--- src/hw/rtl/rss_pkg.sv ---
// Types, constants and stencil helpers shared by the sharpen filter files.
`default_nettype none
package rss_pkg;

	localparam int MAX_LINE_WIDTH_DEF = 4096;
	localparam int QUEUE_DEPTH_DEF    = 4;
	localparam int MIN_DIM            = 3;
	localparam int MAX_HEIGHT         = 4096;
	localparam int POS_W              = 12;
	localparam int CFG_W              = 13;
	localparam int PIX_W              = 24;
	localparam int APB_AW             = 3;
	localparam int APB_DW             = 32;

	localparam logic [CFG_W-1:0] WIDTH_RST  = 13'd640;
	localparam logic [CFG_W-1:0] HEIGHT_RST = 13'd480;

	// register index, taken from paddr[2]
	localparam logic REG_WIDTH  = 1'b0;
	localparam logic REG_HEIGHT = 1'b1;

	// channel slots within a packed pixel
	localparam int CH_BLUE  = 0;
	localparam int CH_GREEN = 1;
	localparam int CH_RED   = 2;
	localparam int TAP_CENTER = 4;

	typedef struct packed {
		logic       frame_start;
		logic [7:0] red_in;
		logic [7:0] green_in;
		logic [7:0] blue_in;
	} pixel_t;

	typedef struct packed {
		logic [POS_W-1:0] out_row;
		logic [POS_W-1:0] out_col;
		logic [7:0]       red_out;
		logic [7:0]       green_out;
		logic [7:0]       blue_out;
		logic             frame_end;
	} result_t;

	// taps are column-major: k = column*3 + row
	typedef logic [8:0][PIX_W-1:0] window_t;

	typedef struct packed {
		logic [POS_W-1:0] row;
		logic [POS_W-1:0] col;
		logic             frame_end;
		window_t          win;
	} q_entry_t;

	typedef struct packed {
		logic     push;
		q_entry_t entry;
	} q_wr_t;

	typedef struct packed {
		logic     valid;
		q_entry_t entry;
	} q_rd_t;

	typedef struct packed {
		logic [POS_W-1:0] row;
		logic [POS_W-1:0] col;
		logic             frame_end;
		logic [2:0][7:0]  center;
		logic [2:0][10:0] nsum;
	} sums_t;

	function automatic logic [10:0] nbr_sum(input window_t win, input int ch);
		logic [10:0] s;
		s = '0;
		for (int k = 0; k < 9; k++) begin
			if (k != TAP_CENTER)
				s = s + {3'b000, win[k][ch*8 +: 8]};
		end
		return s;
	endfunction

	function automatic logic [7:0] sharpen_clamp(input logic [7:0] c, input logic [10:0] s);
		logic [11:0]        c9;
		logic signed [12:0] acc;
		c9  = {1'b0, c, 3'b000} + {4'b0000, c};
		acc = $signed({1'b0, c9}) - $signed({2'b00, s});
		if (acc >= 13'sd255)
			return 8'hFF;
		else if (acc <= 13'sd0)
			return 8'h00;
		else
			return acc[7:0];
	endfunction

endpackage
`default_nettype wire

--- src/hw/rtl/rss_queue.sv ---
// Short register queue between the front end and the stencil back end.
`default_nettype none
module rss_queue
	import rss_pkg::*;
#(
	parameter int DEPTH = QUEUE_DEPTH_DEF
) (
	input  wire logic                       clk,
	input  wire logic                       arst_n,
	input  wire q_wr_t                      q_wr,
	input  wire logic                       q_pop,
	output q_rd_t                           q_rd,
	output logic [$clog2(DEPTH+1)-1:0]      count
);

	localparam int PW = (DEPTH > 1) ? $clog2(DEPTH) : 1;
	localparam int NW = $clog2(DEPTH + 1);

	q_entry_t        slot_q [DEPTH];
	logic [PW-1:0]   wr_ptr_q, rd_ptr_q;
	logic [NW-1:0]   cnt_q;
	logic            do_pop;

	assign do_pop       = q_pop && (cnt_q != '0);
	assign q_rd.valid   = cnt_q != '0;
	assign q_rd.entry   = slot_q[rd_ptr_q];
	assign count        = cnt_q;

	always_ff @(posedge clk) begin
		if (q_wr.push)
			slot_q[wr_ptr_q] <= q_wr.entry;
	end

	always_ff @(posedge clk or negedge arst_n) begin
		if (!arst_n) begin
			wr_ptr_q <= '0;
			rd_ptr_q <= '0;
			cnt_q    <= '0;
		end else begin
			if (q_wr.push)
				wr_ptr_q <= (wr_ptr_q == PW'(DEPTH - 1)) ? '0 : wr_ptr_q + PW'(1);
			if (do_pop)
				rd_ptr_q <= (rd_ptr_q == PW'(DEPTH - 1)) ? '0 : rd_ptr_q + PW'(1);
			if (q_wr.push && !do_pop)
				cnt_q <= cnt_q + NW'(1);
			else if (!q_wr.push && do_pop)
				cnt_q <= cnt_q - NW'(1);
		end
	end

endmodule
`default_nettype wire

--- config.mk ---
export PLATFORM = sky130hd
export DESIGN_NAME = rss_queue
export DESIGN_NICKNAME = d
export VERILOG_FILES = /design/src/hw/rtl/rss_pkg.sv /design/src/hw/rtl/rss_queue.sv
export SDC_FILE = /design/constraint.sdc
export NUM_CORES = 1
export LEC_CHECK = 0
export ABC_AREA = 1
export BUFFER_PORTS_ARGS = -buffer_cell sky130_fd_sc_hd__buf_2
export CAP_MARGIN = 20
export CORE_MARGIN = 2
export CORE_UTILIZATION = 40
export DETAILED_ROUTE_END_ITERATION = 16
export PLACE_DENSITY = 0.62
export SLEW_MARGIN = 20
export SYNTH_ARGS = -nofsm -noshare
export SYNTH_HDL_FRONTEND = slang
export SYNTH_SLANG_ARGS = --single-unit
--- constraint.sdc ---
create_clock -name clk -period 5.8 [get_ports clk]
set_input_delay 1.16 -clock clk [delete_from_list [all_inputs] [get_ports clk]]
set_output_delay 1.16 -clock clk [all_outputs]
set_load 0.1 [all_outputs]
==> flow_metrics.py <==
metrics = {
    "worst_setup_path": {
        "reg2reg_from": "wr_ptr_q[0]$_DFFE_PN0P_",
        "path_class": "reg2out",
        "critPathBufInv": 2,
        "cp.required_ns": 4.64,
        "max_stage_delay_ns": 0.78,
        "rrSetupSlack_ns": 3.11,
        "reg2reg_to": "slot_q[0][16]$_DFFE_PP_",
        "worstSetupEndpointType": "output pin",
        "cp-start-kind": "register",
        "crit_chain": "buf_4 > o211ai_1 > nand2_1 > buf_2",
        "crit_fanout": 74,
        "worstPathArrival_ns": 3.22,
        "rr_worst_depth": 5,
        "critical_path.top_delay_family": "buffers and inverters",
        "crit_slowest_cell": "buf_4",
    },
    "floorplanning": {
        "die_h_um": 313,
        "die-area_um2": 98200,
        "start_util_pct": 40.4,
        "core_area_um2": 94900,
        "fp-row-count": 113,
        "num_io_pins": 490,
        "die_x_um": 313,
    },
    "synthesis": {
        "syn_nets": 3117,
        "synth_warnings": 0,
        "yosysTopAreaCellShare_pct": 75.6,
        "synth_area_leader_cell": "edfxtp_1",
        "synth_area_um2": 38300,
        "synthTopCellsByArea": "edfxtp_1 76%, o211ai_1 9.4%, nand2_1 7.3%",
        "synth_cells": 2865,
        "ys_ff_latch": 971,
        "synth-seq-area-share_pct": 76.1,
        "ys_types": 17,
        "post_synth.cell_area_avg_um2": 13.4,
    },
    "layout": {
        "final_net_count": 3581,
        "drive_gt1_share_pct": 19.5,
        "final_util_pct": 47.7,
        "area_growth_pct": 18.3,
    },
    "cts": {
        "cts_buffer_depth": 3,
        "cts_resized": 0,
        "cts-root-buf": "clkbuf_16",
        "cts_setup_buffers": 0,
        "cts_buffers": 103,
        "cts_htree_levels": 3,
        "insertion_delay_ns": 0.67,
        "cts_sinks": 971,
        "clk_pin_slew_ns": 0.06,
        "postCtsHoldBufs": 0,
        "cts_tree": "built",
    },
    "sta": {
        "slew_violations": 0,
        "post-route-period-util_pct": 75.5,
        "finalCriticalPeriod_ns": 4.38,
        "fmax_ghz": 0.228,
        "rsz0062_at_grt": "no",
        "setup_viol_count_final": 0,
        "fin_tns_setup_ns": 0,
        "finClkSkew_ns": 0.0253,
        "max_slew_margin_pct": 24.8,
        "tightest_slew_ns": 1.13,
        "hold_violations": 0,
    },
    "detailed_routing": {
        "drc": 0,
        "wire_per_inst_um": 18.1,
        "drtIter0Drc": 1496,
        "drt-total-wl_um": 84900,
        "vias": 22700,
        "drt-pass1-iter-count": 7,
        "postRouteAntennaNets": 0,
        "vias_per_cell": 4.83,
    },
    "global_routing": {
        "gr-total-overflow": 0,
        "grt_pass1_wl_um": 129000,
        "grt_pass1_vias": 21800,
        "gr-usage-all-layers_pct": 16.9,
        "grt_max_degree": 147,
        "antenna_found_initial": 17,
    },
    "status": {
        "status": "finished, final reports clean",
    },
    "placed_design": {
        "port_buffers": 489,
        "gp_congestion": 0.764,
        "place_hpwl_um": 50200,
    },
    "run": {
        "drv_cap": 0,
    },
    "min_path": {
        "hold_path.class": "in2async",
    },
}
## cells in the final DEF (no fill, tap or decap)
cell type,count
clkinv_8,1
clkbuf_16,106
fa_1,1
o21ai_0,2
clkinv_4,1
ha_1,6
dfrtp_1,5
nand4_1,1
buf_12,17
clkbuf_1,22
nor2_1,3
clkinv_1,27
clkinvlp_4,7
edfxtp_1,964
xnor2_1,1
inv_8,2
clkinv_2,18
nand2_1,742
inv_6,2
inv_1,488
dfrtp_4,2
diode_2,14
buf_2,489
nand3_1,3
bufinv_16,8
o211ai_1,482
buf_4,13
## worst max-delay path by stage
stage	cells past startpoint	end	from
after floorplan	2	slot_q[3][0]$_DFFE_PP_	q_wr[241]
after global routing	4	q_rd[40]	rd_ptr_q[0]$_DFFE_PN0P_
final	4	q_rd[228]	rd_ptr_q[1]$_DFFE_PN0P_
after global placement	4	q_rd[34]	rd_ptr_q[1]$_DFFE_PN0P_
after detailed placement	4	q_rd[228]	rd_ptr_q[1]$_DFFE_PN0P_
after CTS	4	q_rd[228]	rd_ptr_q[1]$_DFFE_PN0P_
## area by class of cell
cell class / instances / area (um^2)
clock inverter: 61 / 508
clock buffer: 128 / 2740
inverter: 493 / 1870
fill: 8363 / 49600
antenna: 14 / 35.0
timing repair buffer: 519 / 2890
tap: 1265 / 1580
sequential: 971 / 29100
multi-input combinational: 1241 / 6550
## synth_stat cells (all sizes together)
cell and number:
nand3 3, o211ai 482, nand2 742, clkbuf 25, ha 6, dfrtp 7, inv 493, nor2 3
fa 1, o21ai 2, edfxtp 964, nand4 1, buf 135, xnor2 1
## kinds of logic (layout without fill, tap and decap cells)
| logic type | after synthesis | after routing | share of synthesized area (%) |
|---|---|---|---|
| XOR/XNOR | 1 | 1 | 0.0229 |
| buffers and inverters | 653 | 1201 | 6.84 |
| AO/OA/AOI/OAI | 484 | 484 | 9.48 |
| other | 0 | 14 | 0 |
| flip-flops | 971 | 971 | 76.1 |
| adder cells (fa/ha/maj) | 7 | 7 | 0.248 |
| AND/OR/NAND/NOR | 749 | 749 | 7.36 |
## worst register-to-register path, cell delays in order, from the launching register on
cell and delay, ns:
dfrtp_1 0.41, inv_1 0.10, ha_1 0.20, nand2_1 0.10
clkinvlp_4 0.69, buf_12 0.51
## sequential cells by signal (all words and copies together), names as in the netlist
register,count
count,3
rd_ptr_q,2
slot_q,964
wr_ptr_q,2
## per-layer routing
| layer | up-vias | GRT usage [%] | wire length (um) |
|---|---|---|---|
| li1 | 11000 | - | - |
| met1 | 10900 | 21.9 | 34800 |
| met2 | 652 | 28.3 | 42400 |
| met3 | 142 | 3.48 | 5060 |
| met4 | 4 | 6.04 | 2550 |
| met5 | - | 0 | 23 |
## per-stage QoR
stage	cell area, um^2	std cells	hold WS [ns]	setup WS, ns
floorplan	38300	2865	0.551	0.565
global placement	42000	4489	0.479	2.11
detailed placement	42000	4489	0.508	2.15
CTS	45300	4678	0.287	1.38
global route	45300	4690	0.304	1.27
finish	45300	4692	0.349	1.42
Power is left out: the tool's default activity adds up to more than one toggle a clock period on the data nets, which glitch-free logic cannot reach.
