### src/hw/rtl/rss_pkg.sv
// Types, constants and stencil helpers shared by the sharpen filter files.
`default_nettype none
package rss_pkg;

	localparam int MAX_LINE_WIDTH_DEF = 4096;
	localparam int QUEUE_DEPTH_DEF    = 4;
	localparam int MIN_DIM            = 3;
	localparam int MAX_HEIGHT         = 4096;
	localparam int POS_W              = 12;
	localparam int CFG_W              = 13;
	localparam int PIX_W              = 24;
	localparam int APB_AW             = 3;
	localparam int APB_DW             = 32;

	localparam logic [CFG_W-1:0] WIDTH_RST  = 13'd640;
	localparam logic [CFG_W-1:0] HEIGHT_RST = 13'd480;

	// register index, taken from paddr[2]
	localparam logic REG_WIDTH  = 1'b0;
	localparam logic REG_HEIGHT = 1'b1;

	// channel slots within a packed pixel
	localparam int CH_BLUE  = 0;
	localparam int CH_GREEN = 1;
	localparam int CH_RED   = 2;
	localparam int TAP_CENTER = 4;

	typedef struct packed {
		logic       frame_start;
		logic [7:0] red_in;
		logic [7:0] green_in;
		logic [7:0] blue_in;
	} pixel_t;

	typedef struct packed {
		logic [POS_W-1:0] out_row;
		logic [POS_W-1:0] out_col;
		logic [7:0]       red_out;
		logic [7:0]       green_out;
		logic [7:0]       blue_out;
		logic             frame_end;
	} result_t;

	// taps are column-major: k = column*3 + row
	typedef logic [8:0][PIX_W-1:0] window_t;

	typedef struct packed {
		logic [POS_W-1:0] row;
		logic [POS_W-1:0] col;
		logic             frame_end;
		window_t          win;
	} q_entry_t;

	typedef struct packed {
		logic     push;
		q_entry_t entry;
	} q_wr_t;

	typedef struct packed {
		logic     valid;
		q_entry_t entry;
	} q_rd_t;

	typedef struct packed {
		logic [POS_W-1:0] row;
		logic [POS_W-1:0] col;
		logic             frame_end;
		logic [2:0][7:0]  center;
		logic [2:0][10:0] nsum;
	} sums_t;

	function automatic logic [10:0] nbr_sum(input window_t win, input int ch);
		logic [10:0] s;
		s = '0;
		for (int k = 0; k < 9; k++) begin
			if (k != TAP_CENTER)
				s = s + {3'b000, win[k][ch*8 +: 8]};
		end
		return s;
	endfunction

	function automatic logic [7:0] sharpen_clamp(input logic [7:0] c, input logic [10:0] s);
		logic [11:0]        c9;
		logic signed [12:0] acc;
		c9  = {1'b0, c, 3'b000} + {4'b0000, c};
		acc = $signed({1'b0, c9}) - $signed({2'b00, s});
		if (acc >= 13'sd255)
			return 8'hFF;
		else if (acc <= 13'sd0)
			return 8'h00;
		else
			return acc[7:0];
	endfunction

endpackage
`default_nettype wire

### src/hw/rtl/rss_back.sv
// Back end: neighbor sums, 9x center minus neighbors, clamp, result register.
`default_nettype none
module rss_back
	import rss_pkg::*;
(
	input  wire logic    clk,
	input  wire logic    arst_n,
	input  wire q_rd_t   q_rd,
	output logic         q_pop,
	output result_t      result,
	output logic         empty,
	input  wire logic    pop
);

	logic    v_s1, v_out_q;
	sums_t   stg_s1;
	result_t res_q;
	logic    adv_out, adv_s1;

	assign adv_out = !v_out_q || pop;
	assign adv_s1  = !v_s1 || adv_out;
	assign q_pop   = q_rd.valid && adv_s1;

	always_ff @(posedge clk or negedge arst_n) begin
		if (!arst_n) begin
			v_s1    <= 1'b0;
			v_out_q <= 1'b0;
		end else begin
			if (adv_s1)
				v_s1 <= q_rd.valid;
			if (adv_out)
				v_out_q <= v_s1;
		end
	end

	always_ff @(posedge clk) begin
		if (q_pop) begin
			stg_s1.row       <= q_rd.entry.row;
			stg_s1.col       <= q_rd.entry.col;
			stg_s1.frame_end <= q_rd.entry.frame_end;
			for (int ch = 0; ch < 3; ch++) begin
				stg_s1.center[ch] <= q_rd.entry.win[TAP_CENTER][ch*8 +: 8];
				stg_s1.nsum[ch]   <= nbr_sum(q_rd.entry.win, ch);
			end
		end
		if (v_s1 && adv_out) begin
			res_q.out_row   <= stg_s1.row;
			res_q.out_col   <= stg_s1.col;
			res_q.frame_end <= stg_s1.frame_end;
			res_q.red_out   <= sharpen_clamp(stg_s1.center[CH_RED], stg_s1.nsum[CH_RED]);
			res_q.green_out <= sharpen_clamp(stg_s1.center[CH_GREEN], stg_s1.nsum[CH_GREEN]);
			res_q.blue_out  <= sharpen_clamp(stg_s1.center[CH_BLUE], stg_s1.nsum[CH_BLUE]);
		end
	end

	assign result = res_q;
	assign empty  = !v_out_q;

endmodule
`default_nettype wire

### config.mk
export PLATFORM = sky130hd
export DESIGN_NAME = rss_back
export DESIGN_NICKNAME = d
export VERILOG_FILES = /design/src/hw/rtl/rss_pkg.sv /design/src/hw/rtl/rss_back.sv
export SDC_FILE = /design/constraint.sdc
export NUM_CORES = 1
export LEC_CHECK = 0
export BUFFER_PORTS_ARGS = -buffer_cell sky130_fd_sc_hd__buf_2
export CAP_MARGIN = 20
export CORE_MARGIN = 2
export CORE_UTILIZATION = 25
export DETAILED_ROUTE_END_ITERATION = 8
export GPL_TIMING_DRIVEN = 0
export HOLD_SLACK_MARGIN = 0.1
export PLACE_DENSITY_LB_ADDON = 0.12
export RECOVER_POWER = 25
export SLEW_MARGIN = 20
export SYNTH_ARGS = -nofsm -noshare
export SYNTH_HDL_FRONTEND = slang
export SYNTH_SLANG_ARGS = --single-unit
### constraint.sdc
create_clock -name clk -period 10.54 [get_ports clk]
set_clock_uncertainty 0.15 [all_clocks]
set_input_delay 2.108 -clock clk [delete_from_list [all_inputs] [get_ports clk]]
set_output_delay 2.108 -clock clk [all_outputs]
set_load 0.01 [all_outputs]
==> results of run 1 <==
## cells in the mapped netlist, types with 3 or more instances
library cell  instances
nand2b_1             29
o22ai_1               3
mux2i_1               9
o31a_1                3
nand2_1              40
a21boi_0              8
nand3_1              12
nor2_1              116
edfxtp_1            131
xor2_1               33
nor3_1               38
or3_1                10
a21o_1               36
nor2b_1              46
o31ai_1               3
and2_1                3
o21ai_0              79
a211oi_1             17
o2111ai_1             4
a31oi_1               3
o21bai_1             12
nand4_1               4
a21oi_1             110
fa_1                 42
ha_1                216
xnor2_1             110
o21a_1               54
nand4b_1              5
inv_1               156
## critical path, delay by kind of cell
kind | cells | cell delay [ns]
buffers and inverters | 1 | 0.10
xor gates and xnor gates | 1 | 0.27
adders and majority gates | 8 | 2.44
muxes | 1 | 0.11
AOI/OAI and AO/OA | 17 | 2.86
and+or+nand+nor | 7 | 0.65
## per-stage QoR
step                      instances  instance area [µm²]  util [%]  worst slack (ns)  TNS [ns]
final                          2389                16300      31.1              2.07         0
after CTS                      2387                16400      31.1              2.01         0
after global placement         2351                15600      29.8            -0.930    -0.930
after detailed placement       2355                15800      30.0              1.57         0
after floorplan                1368                13300         -              2.10         0
after global routing           2387                16300      31.1              1.38         0
## registers in the layout, summed over array words and instances, names as in the netlist
register and flops:
result 49, stg_s1 82, v_out_q 1, v_s1 1
## cells by family (layout without fill, tap and decap cells)
logic type	count (synthesis)	in the layout	synth area share, %
flops	133	133	29.9
simple gates	311	311	11.4
other cells	0	2	0
buf+inv	156	487	4.40
mux	11	11	0.846
compound gates	352	352	16.8
xor+xnor	147	147	9.97
fa+ha+maj	258	258	26.6
## area by class of cell
cell class	instances	share of cell area, %
clock buffers	18	2.63
clock inverters	14	0.972
inverters	156	3.58
flip-flops and latches	133	24.4
repair buffers	299	9.67
well taps	688	5.27
multi-input cells	1079	53.5
diodes	2	0.0306
## layer usage
metal  vias to the layer above  GRT usage (%)  share of wire [%]
li1                       5497              -                  -
met1                      4562           14.1                 46
met2                       167           18.5                 46
met3                        49           3.57                5.8
met4                        32           2.76                1.2
met5                         -              0               0.64
## worst max-delay path by stage
stage / start / endpoint / cells past startpoint
CTS: q_rd[16] / stg_s1[32] / 35
floorplan: pop / q_pop / 2
detailed placement: q_rd[16] / stg_s1[32] / 35
finish: q_rd[16] / stg_s1[32] / 35
global route: q_rd[1] / stg_s1[10] / 35
global placement: pop / q_pop / 4
==> impl_metrics.toml, run 1 <==
[timing]
whs_ns = 0.266
fmax_ghz = 0.118
period_share_pct = 80.3
slew_headroom_pct = -19.0
min_period_ns = 8.47
final_max_slew_viol_count = 6
worst_slew_pin_slew_ns = 1.77
final_hold_viol_count = 0
setup_viol = 0
rsz0062_at_grt = "false"

[floorplanning]
coreArea_um2 = 52600
rows = 84
start_util_pct = 25.3
fp.dieW_um = 235
die_height_um = 235
die-area_um2 = 55100
ioPinCount = 296

[global_route]
grt_max_degree = 50
grt_pass1_vias = 10300
grt_pass1_wl_um = 50200
track_usage_pct = 11.2
grt_overflow = 0
antenna_found_initial = 18

[synthesis]
netlist_area_um2 = 13300
synth_top_area_share_pct = 29.6
syn-num-nets = 1871
synth-edff-count = 131
yosysUniqueCellTypes = 53
netlist_instances = 1368
synth-seq-cells = 133
yosysSeqAreaShare_pct = 29.9
synth_area_leaders = "edfxtp_1 30%, ha_1 20%, xnor2_1 7.2%"
synthFlopType = "edfxtp_1"
synth_top_area_cell = "edfxtp_1"
async_flop_share_pct = 1.50
avgSynthCellArea_um2 = 9.73
yosysWarnings = 0

[cts]
cts_tree = "built"
cts_buffers = 17
clk_pin_slew_ns = 0.06
cts_setup_buffers = 0
htreeDepth = 4
cts-resized-gates = 0
root_buffer = "clkbuf_16"
cts.sinks = 133
clockBufferDepth = 2
hold_buffers = 0
insertion_delay_ns = 0.43

[routing]
totalWireLength_um = 31000
drt_pass1_iterations = 6
wl_per_cell_um = 13.0
detail-route-antenna-nets = 0
viasPerCell = 4.31
drt_iter0_drc = 270
drc_errors = 0
via_count = 10300

[critical_path]
reg2reg_from = "stg_s1[14]"
r2r_end = "result[11]"
crit_path_end_kind = "flip-flop"
cp.arrival_ns = 8.55
rrSetupSlack_ns = 6.58
criticalPathCategory = "in2reg"
reg2reg_depth = 14
crit_top_cell = "ha_1"
path_max_fanout = 5
worst_path_max_delay_cell = "fa_1"
worst_ep_required_time_ns = 10.62
critPathLaunchType = "input pin"
max_stage_delay_ns = 0.48

[place]
dp_hpwl_um = 27200
port_buffers = 295
place_congestion = 0.774

[finish]
layout_common_cells = "290 x buf_2, 216 x ha_1, 156 x inv_1, 131 x edfxtp_1, 116 x nor2_1"
fill_cells = 5506
nets = 2189
drive_gt1_share_pct = 19.7
area_delta_synth_final_pct = 22.8
multiInputGateArea_um2 = 8740
layout_commonest_cell = "buf_2"
regArea_um2 = 3980

[flow_run]
drv_cap = 1

[hold_path]
min_path_cells = 0
hold_path.class = "reg2reg"
min_from = "stg_s1[70]"
hold_end = "result[37]"

[outcome]
status = "finished with violations"
violations = "max-capacitance violations, max-slew violations"
Power of run 1 is not shown: default switching activity piles up to over one toggle a cycle in this logic, so the estimate is an artifact.
==> run 2, diff against run 1 <==
- clock period: 10.54 -> 8.3 ns (I/O delays scaled with it)
==> run 2 against run 1 <==
Effect of this change: the run still ends with max-capacitance violations, max-slew violations left; hold slack about the same; non-clock buffer count up 5; cell area up 0.53%; cell count up 0.21%; clock-buffer cell count unchanged; sequential share of layout area down 0.13 points; first-iteration DRC count up 2.6%; setup slack worse by 1.6 ns; sequential cell count unchanged; critical path depth down 2; highest routed layer unchanged.
==> impl_metrics.toml, run 2 (synthesis results as in run 1) <==
[finish]
drive_gt1_share_pct = 20.5
largest_register_ffs = 82
nets = 2194
layout_commonest_cell = "buf_2"
final_cells = 2394
largest-register = "stg_s1"
fin_area_um2 = 16400
area_delta_synth_final_pct = 23.5
fill_cells = 5511
layout_common_cells = "290 x buf_2, 216 x ha_1, 156 x inv_1, 131 x edfxtp_1, 116 x nor2_1"

[timing]
fmax_ghz = 0.129
min_period_ns = 7.78
period_share_pct = 93.7
worst_slew_pin_slew_ns = 1.77
slew_headroom_pct = -19.0
rsz0062_at_grt = "false"
setup_viol = 0
finalSetupTns_ns = 0
final_max_slew_viol_count = 6
final_hold_viol_count = 0

[place]
place_congestion = 0.774
dp_hpwl_um = 27200
dp.cells = 2355
port_buffers = 295
placed_area_um2 = 15800

[floorplanning]
die_height_um = 235
ioPinCount = 296
rows = 84
coreArea_um2 = 52600
start_util_pct = 25.3
fp.dieW_um = 235
die-area_um2 = 55100

[routing]
detail-route-antenna-nets = 0
drt_pass1_iterations = 6
drc_errors = 0
via_count = 10300
viasPerCell = 4.32
totalWireLength_um = 31100
wl_per_cell_um = 13.0
drt_iter0_drc = 277

[critical_path]
max_stage_delay_ns = 0.49
criticalPathCategory = "in2reg"
rrSetupSlack_ns = 4.34
crit_top_cell = "ha_1"
worst_path_max_delay_cell = "fa_1"
cp.arrival_ns = 7.80
worst_ep_required_time_ns = 8.32
reg2reg_depth = 14
crit_family = "adder cells"
path_max_fanout = 5
crit_path_end_kind = "flip-flop"
path_buf_inv = 1
critPathLaunchType = "input pin"
cp.depth = 33

[hold_path]
hold_path.class = "reg2reg"
min_path_cells = 0

[global_route]
grt_max_degree = 50
track_usage_pct = 11.2
grt_pass1_vias = 10300
grt_pass1_wl_um = 50200
antenna_found_initial = 18
grt_overflow = 0

[cts]
clk_pin_slew_ns = 0.06
hold_buffers = 0
insertion_delay_ns = 0.43
htreeDepth = 4
cts.sinks = 133
clockBufferDepth = 2
root_buffer = "clkbuf_16"
cts_tree = "built"
cts_buffers = 17

[outcome]
violations = "max-capacitance violations, max-slew violations"
status = "finished with violations"

[flow_run]
drv_cap = 1
[run 2: layer usage]
| layer | vias to the layer above | wire, µm | track usage (%) |
|---|---|---|---|
| met5 | - | 200 | 0 |
| met4 | 32 | 369 | 2.76 |
| met3 | 49 | 1840 | 3.57 |
| met2 | 173 | 14300 | 18.5 |
| met1 | 4585 | 14400 | 14.1 |
| li1 | 5509 | - | - |
[run 2: final timing paths]
check,end,start
min reg2reg,result[37],stg_s1[70]
max in group asynchronous,v_out_q,arst_n
max reg2reg,result[11],stg_s1[14]
min,result[37],stg_s1[70]
min in group asynchronous,v_s1,arst_n
max,stg_s1[10],q_rd[0]
[run 2: final cells by class]
class / count / area (µm²) / area share (%)
antenna: 2 / 5.00 / 0.0305
clock buffer: 18 / 429 / 2.61
timing repair buffer: 304 / 1620 / 9.85
sequential: 133 / 3980 / 24.3
inverter: 156 / 586 / 3.56
multi-input combinational: 1079 / 8790 / 53.5
tap: 688 / 861 / 5.24
clock inverter: 14 / 159 / 0.967
[run 2: per-stage QoR]
| stage | setup WS (ns) | hold slack, ns | util (%) |
|---|---|---|---|
| floorplan | 0.665 | 0.250 | - |
| global placement | -2.27 | 0.250 | 29.8 |
| detailed placement | -0.219 | 0.255 | 30.0 |
| CTS | 0.222 | 0.264 | 31.1 |
| global route | 0.00488 | 0.269 | 31.3 |
| finish | 0.522 | 0.266 | 31.3 |
[run 2: what timing repair did]
item,4_1_cts,5_1_grt
resized for setup,0,15
setup buffers,0,5
endpoints found under the setup margin,0,4
Power of run 2 is left out for the same reason.
==> run 3, diff against run 2 <==
- CORE_UTILIZATION: 25 -> 45
==> run 3 against run 2 <==
Effect of this change: the flow now finishes without violations; largest cell class unchanged; cell count decreased by 12%; utilization increased by 24 points; setup slack improved by 0.0021 ns; fmax about the same; sequential cell count unchanged; via count about the same; cell area decreased by 2.6%; global-route usage increased by 6.1 points.
==> impl_metrics.toml, run 3 (synthesis results as in run 1) <==
[outcome]
status = "finished, final reports clean"

[routing]
viasPerCell = 4.93
via_count = 10300
drt_pass1_iterations = 6
dr_wl_met2_um = 12500
top_layer = "met5"
detail-route-antenna-nets = 0
totalWireLength_um = 26600
wl_per_cell_um = 12.7
wl_met3_um = 1790
drc_errors = 0
drt_iter0_drc = 405
drt-met1-wl_um = 12000

[place]
place_congestion = 0.846
port_buffers = 295
placed_area_um2 = 15400
dp_hpwl_um = 23200

[global_route]
antenna_found_initial = 16
grt_overflow = 0
track_usage_pct = 17.3
grt_max_degree = 34
grt_pass1_vias = 9947
grt_pass1_wl_um = 43600

[cts]
cts.sinks = 133
insertion_delay_ns = 0.42
root_buffer = "clkbuf_16"
hold_buffers = 0
clk_pin_slew_ns = 0.06
htreeDepth = 4
clockBufferDepth = 2
cts_tree = "built"
cts_buffers = 17

[floorplanning]
ioPinCount = 296
start_util_pct = 46.0
coreArea_um2 = 28900
fp.dieW_um = 176
rows = 62
die-area_um2 = 31000
die_height_um = 176

[finish]
multiInputGateArea_um2 = 8760
regArea_um2 = 3980
layout_common_cells = "293 x buf_2, 216 x ha_1, 156 x inv_1, 131 x edfxtp_1, 116 x nor2_1"
nets = 2193
area_delta_synth_final_pct = 20.3
fill_cells = 2664
drive_gt1_share_pct = 20.6
largest-register = "stg_s1"
largest_register_ffs = 82
layout_commonest_cell = "buf_2"
fin_area_um2 = 16000

[critical_path]
critPathLaunchType = "input pin"
worst_ep_required_time_ns = 8.31
crit_path_end_kind = "flip-flop"
max_stage_delay_ns = 0.49
cp.arrival_ns = 7.79
path_buf_inv = 1
crit_family = "compound AO/OA/AOI/OAI gates"
path_max_fanout = 5
crit_top_cell = "ha_1"
criticalPathCategory = "in2reg"
worst_path_max_delay_cell = "fa_1"

[timing]
final_max_slew_viol_count = 0
worst_slew_pin_slew_ns = 0.666
slew_headroom_pct = 55.4
min_period_ns = 7.78
fmax_ghz = 0.129
setup_viol = 0
period_share_pct = 93.7
final_hold_viol_count = 0

[flow_run]
drv_cap = 0

[hold_path]
hold_path.class = "reg2reg"
## run 3: worst paths after layout
check	cells after the start	slack (ns)	to	start
max in group asynchronous	1	7.00	v_s1	arst_n
min	0	0.26	result[43]	stg_s1[76]
max	35	0.52	stg_s1[32]	q_rd[16]
min reg2reg	0	0.26	result[43]	stg_s1[76]
min in group asynchronous	1	0.87	v_out_q	arst_n
max reg2reg	14	4.42	result[13]	stg_s1[14]
## run 3: final cells by class
type	instances	area share [%]
multi-input combinational	1079	54.8
timing repair buffer	303	10.2
clock inverter	14	0.657
inverter	156	3.66
clock buffer	18	2.68
tap	384	3.00
sequential	133	24.9
antenna	11	0.172
## run 3: repair_timing
item,in CTS,in global routing
resized for setup,0,9
setup buffers,0,3
hold endpoints to repair,0,0
setup endpoints to repair,0,4
## run 3: through the flow
step | hold slack (ns) | cells | util, % | setup slack [ns] | setup TNS [ns]
global placement | 0.251 | 2047 | 52.7 | -1.59 | -1.59
CTS | 0.267 | 2084 | 55.1 | 0.329 | 0
floorplan | 0.250 | 1368 | - | 0.665 | 0
detailed placement | 0.255 | 2052 | 53.2 | -0.0973 | -0.135
global route | 0.276 | 2092 | 55.2 | -0.0680 | -0.0784
finish | 0.265 | 2098 | 55.3 | 0.524 | 0
## run 3: worst register-to-register path, cell delays in order (launching register included)
cell and delay (ns):
edfxtp_1 0.39, fa_1 0.54, inv_1 0.04, ha_1 0.32, nor2b_1 0.14, o21ai_0 0.20
a21boi_0 0.15, o21ai_0 0.20, a21boi_0 0.14, o21ai_0 0.28, a21oi_1 0.13, o21ai_0 0.21
a21o_1 0.15, o2111ai_1 0.29, o21a_1 0.30
## run 3: metal layers
metal	global-route usage, %	vias up
met4	4.61	12
met5	0	-
met2	30.0	221
li1	-	5546
met3	4.91	30
met1	21.0	4540
Power of run 3 is left out for the same reason.
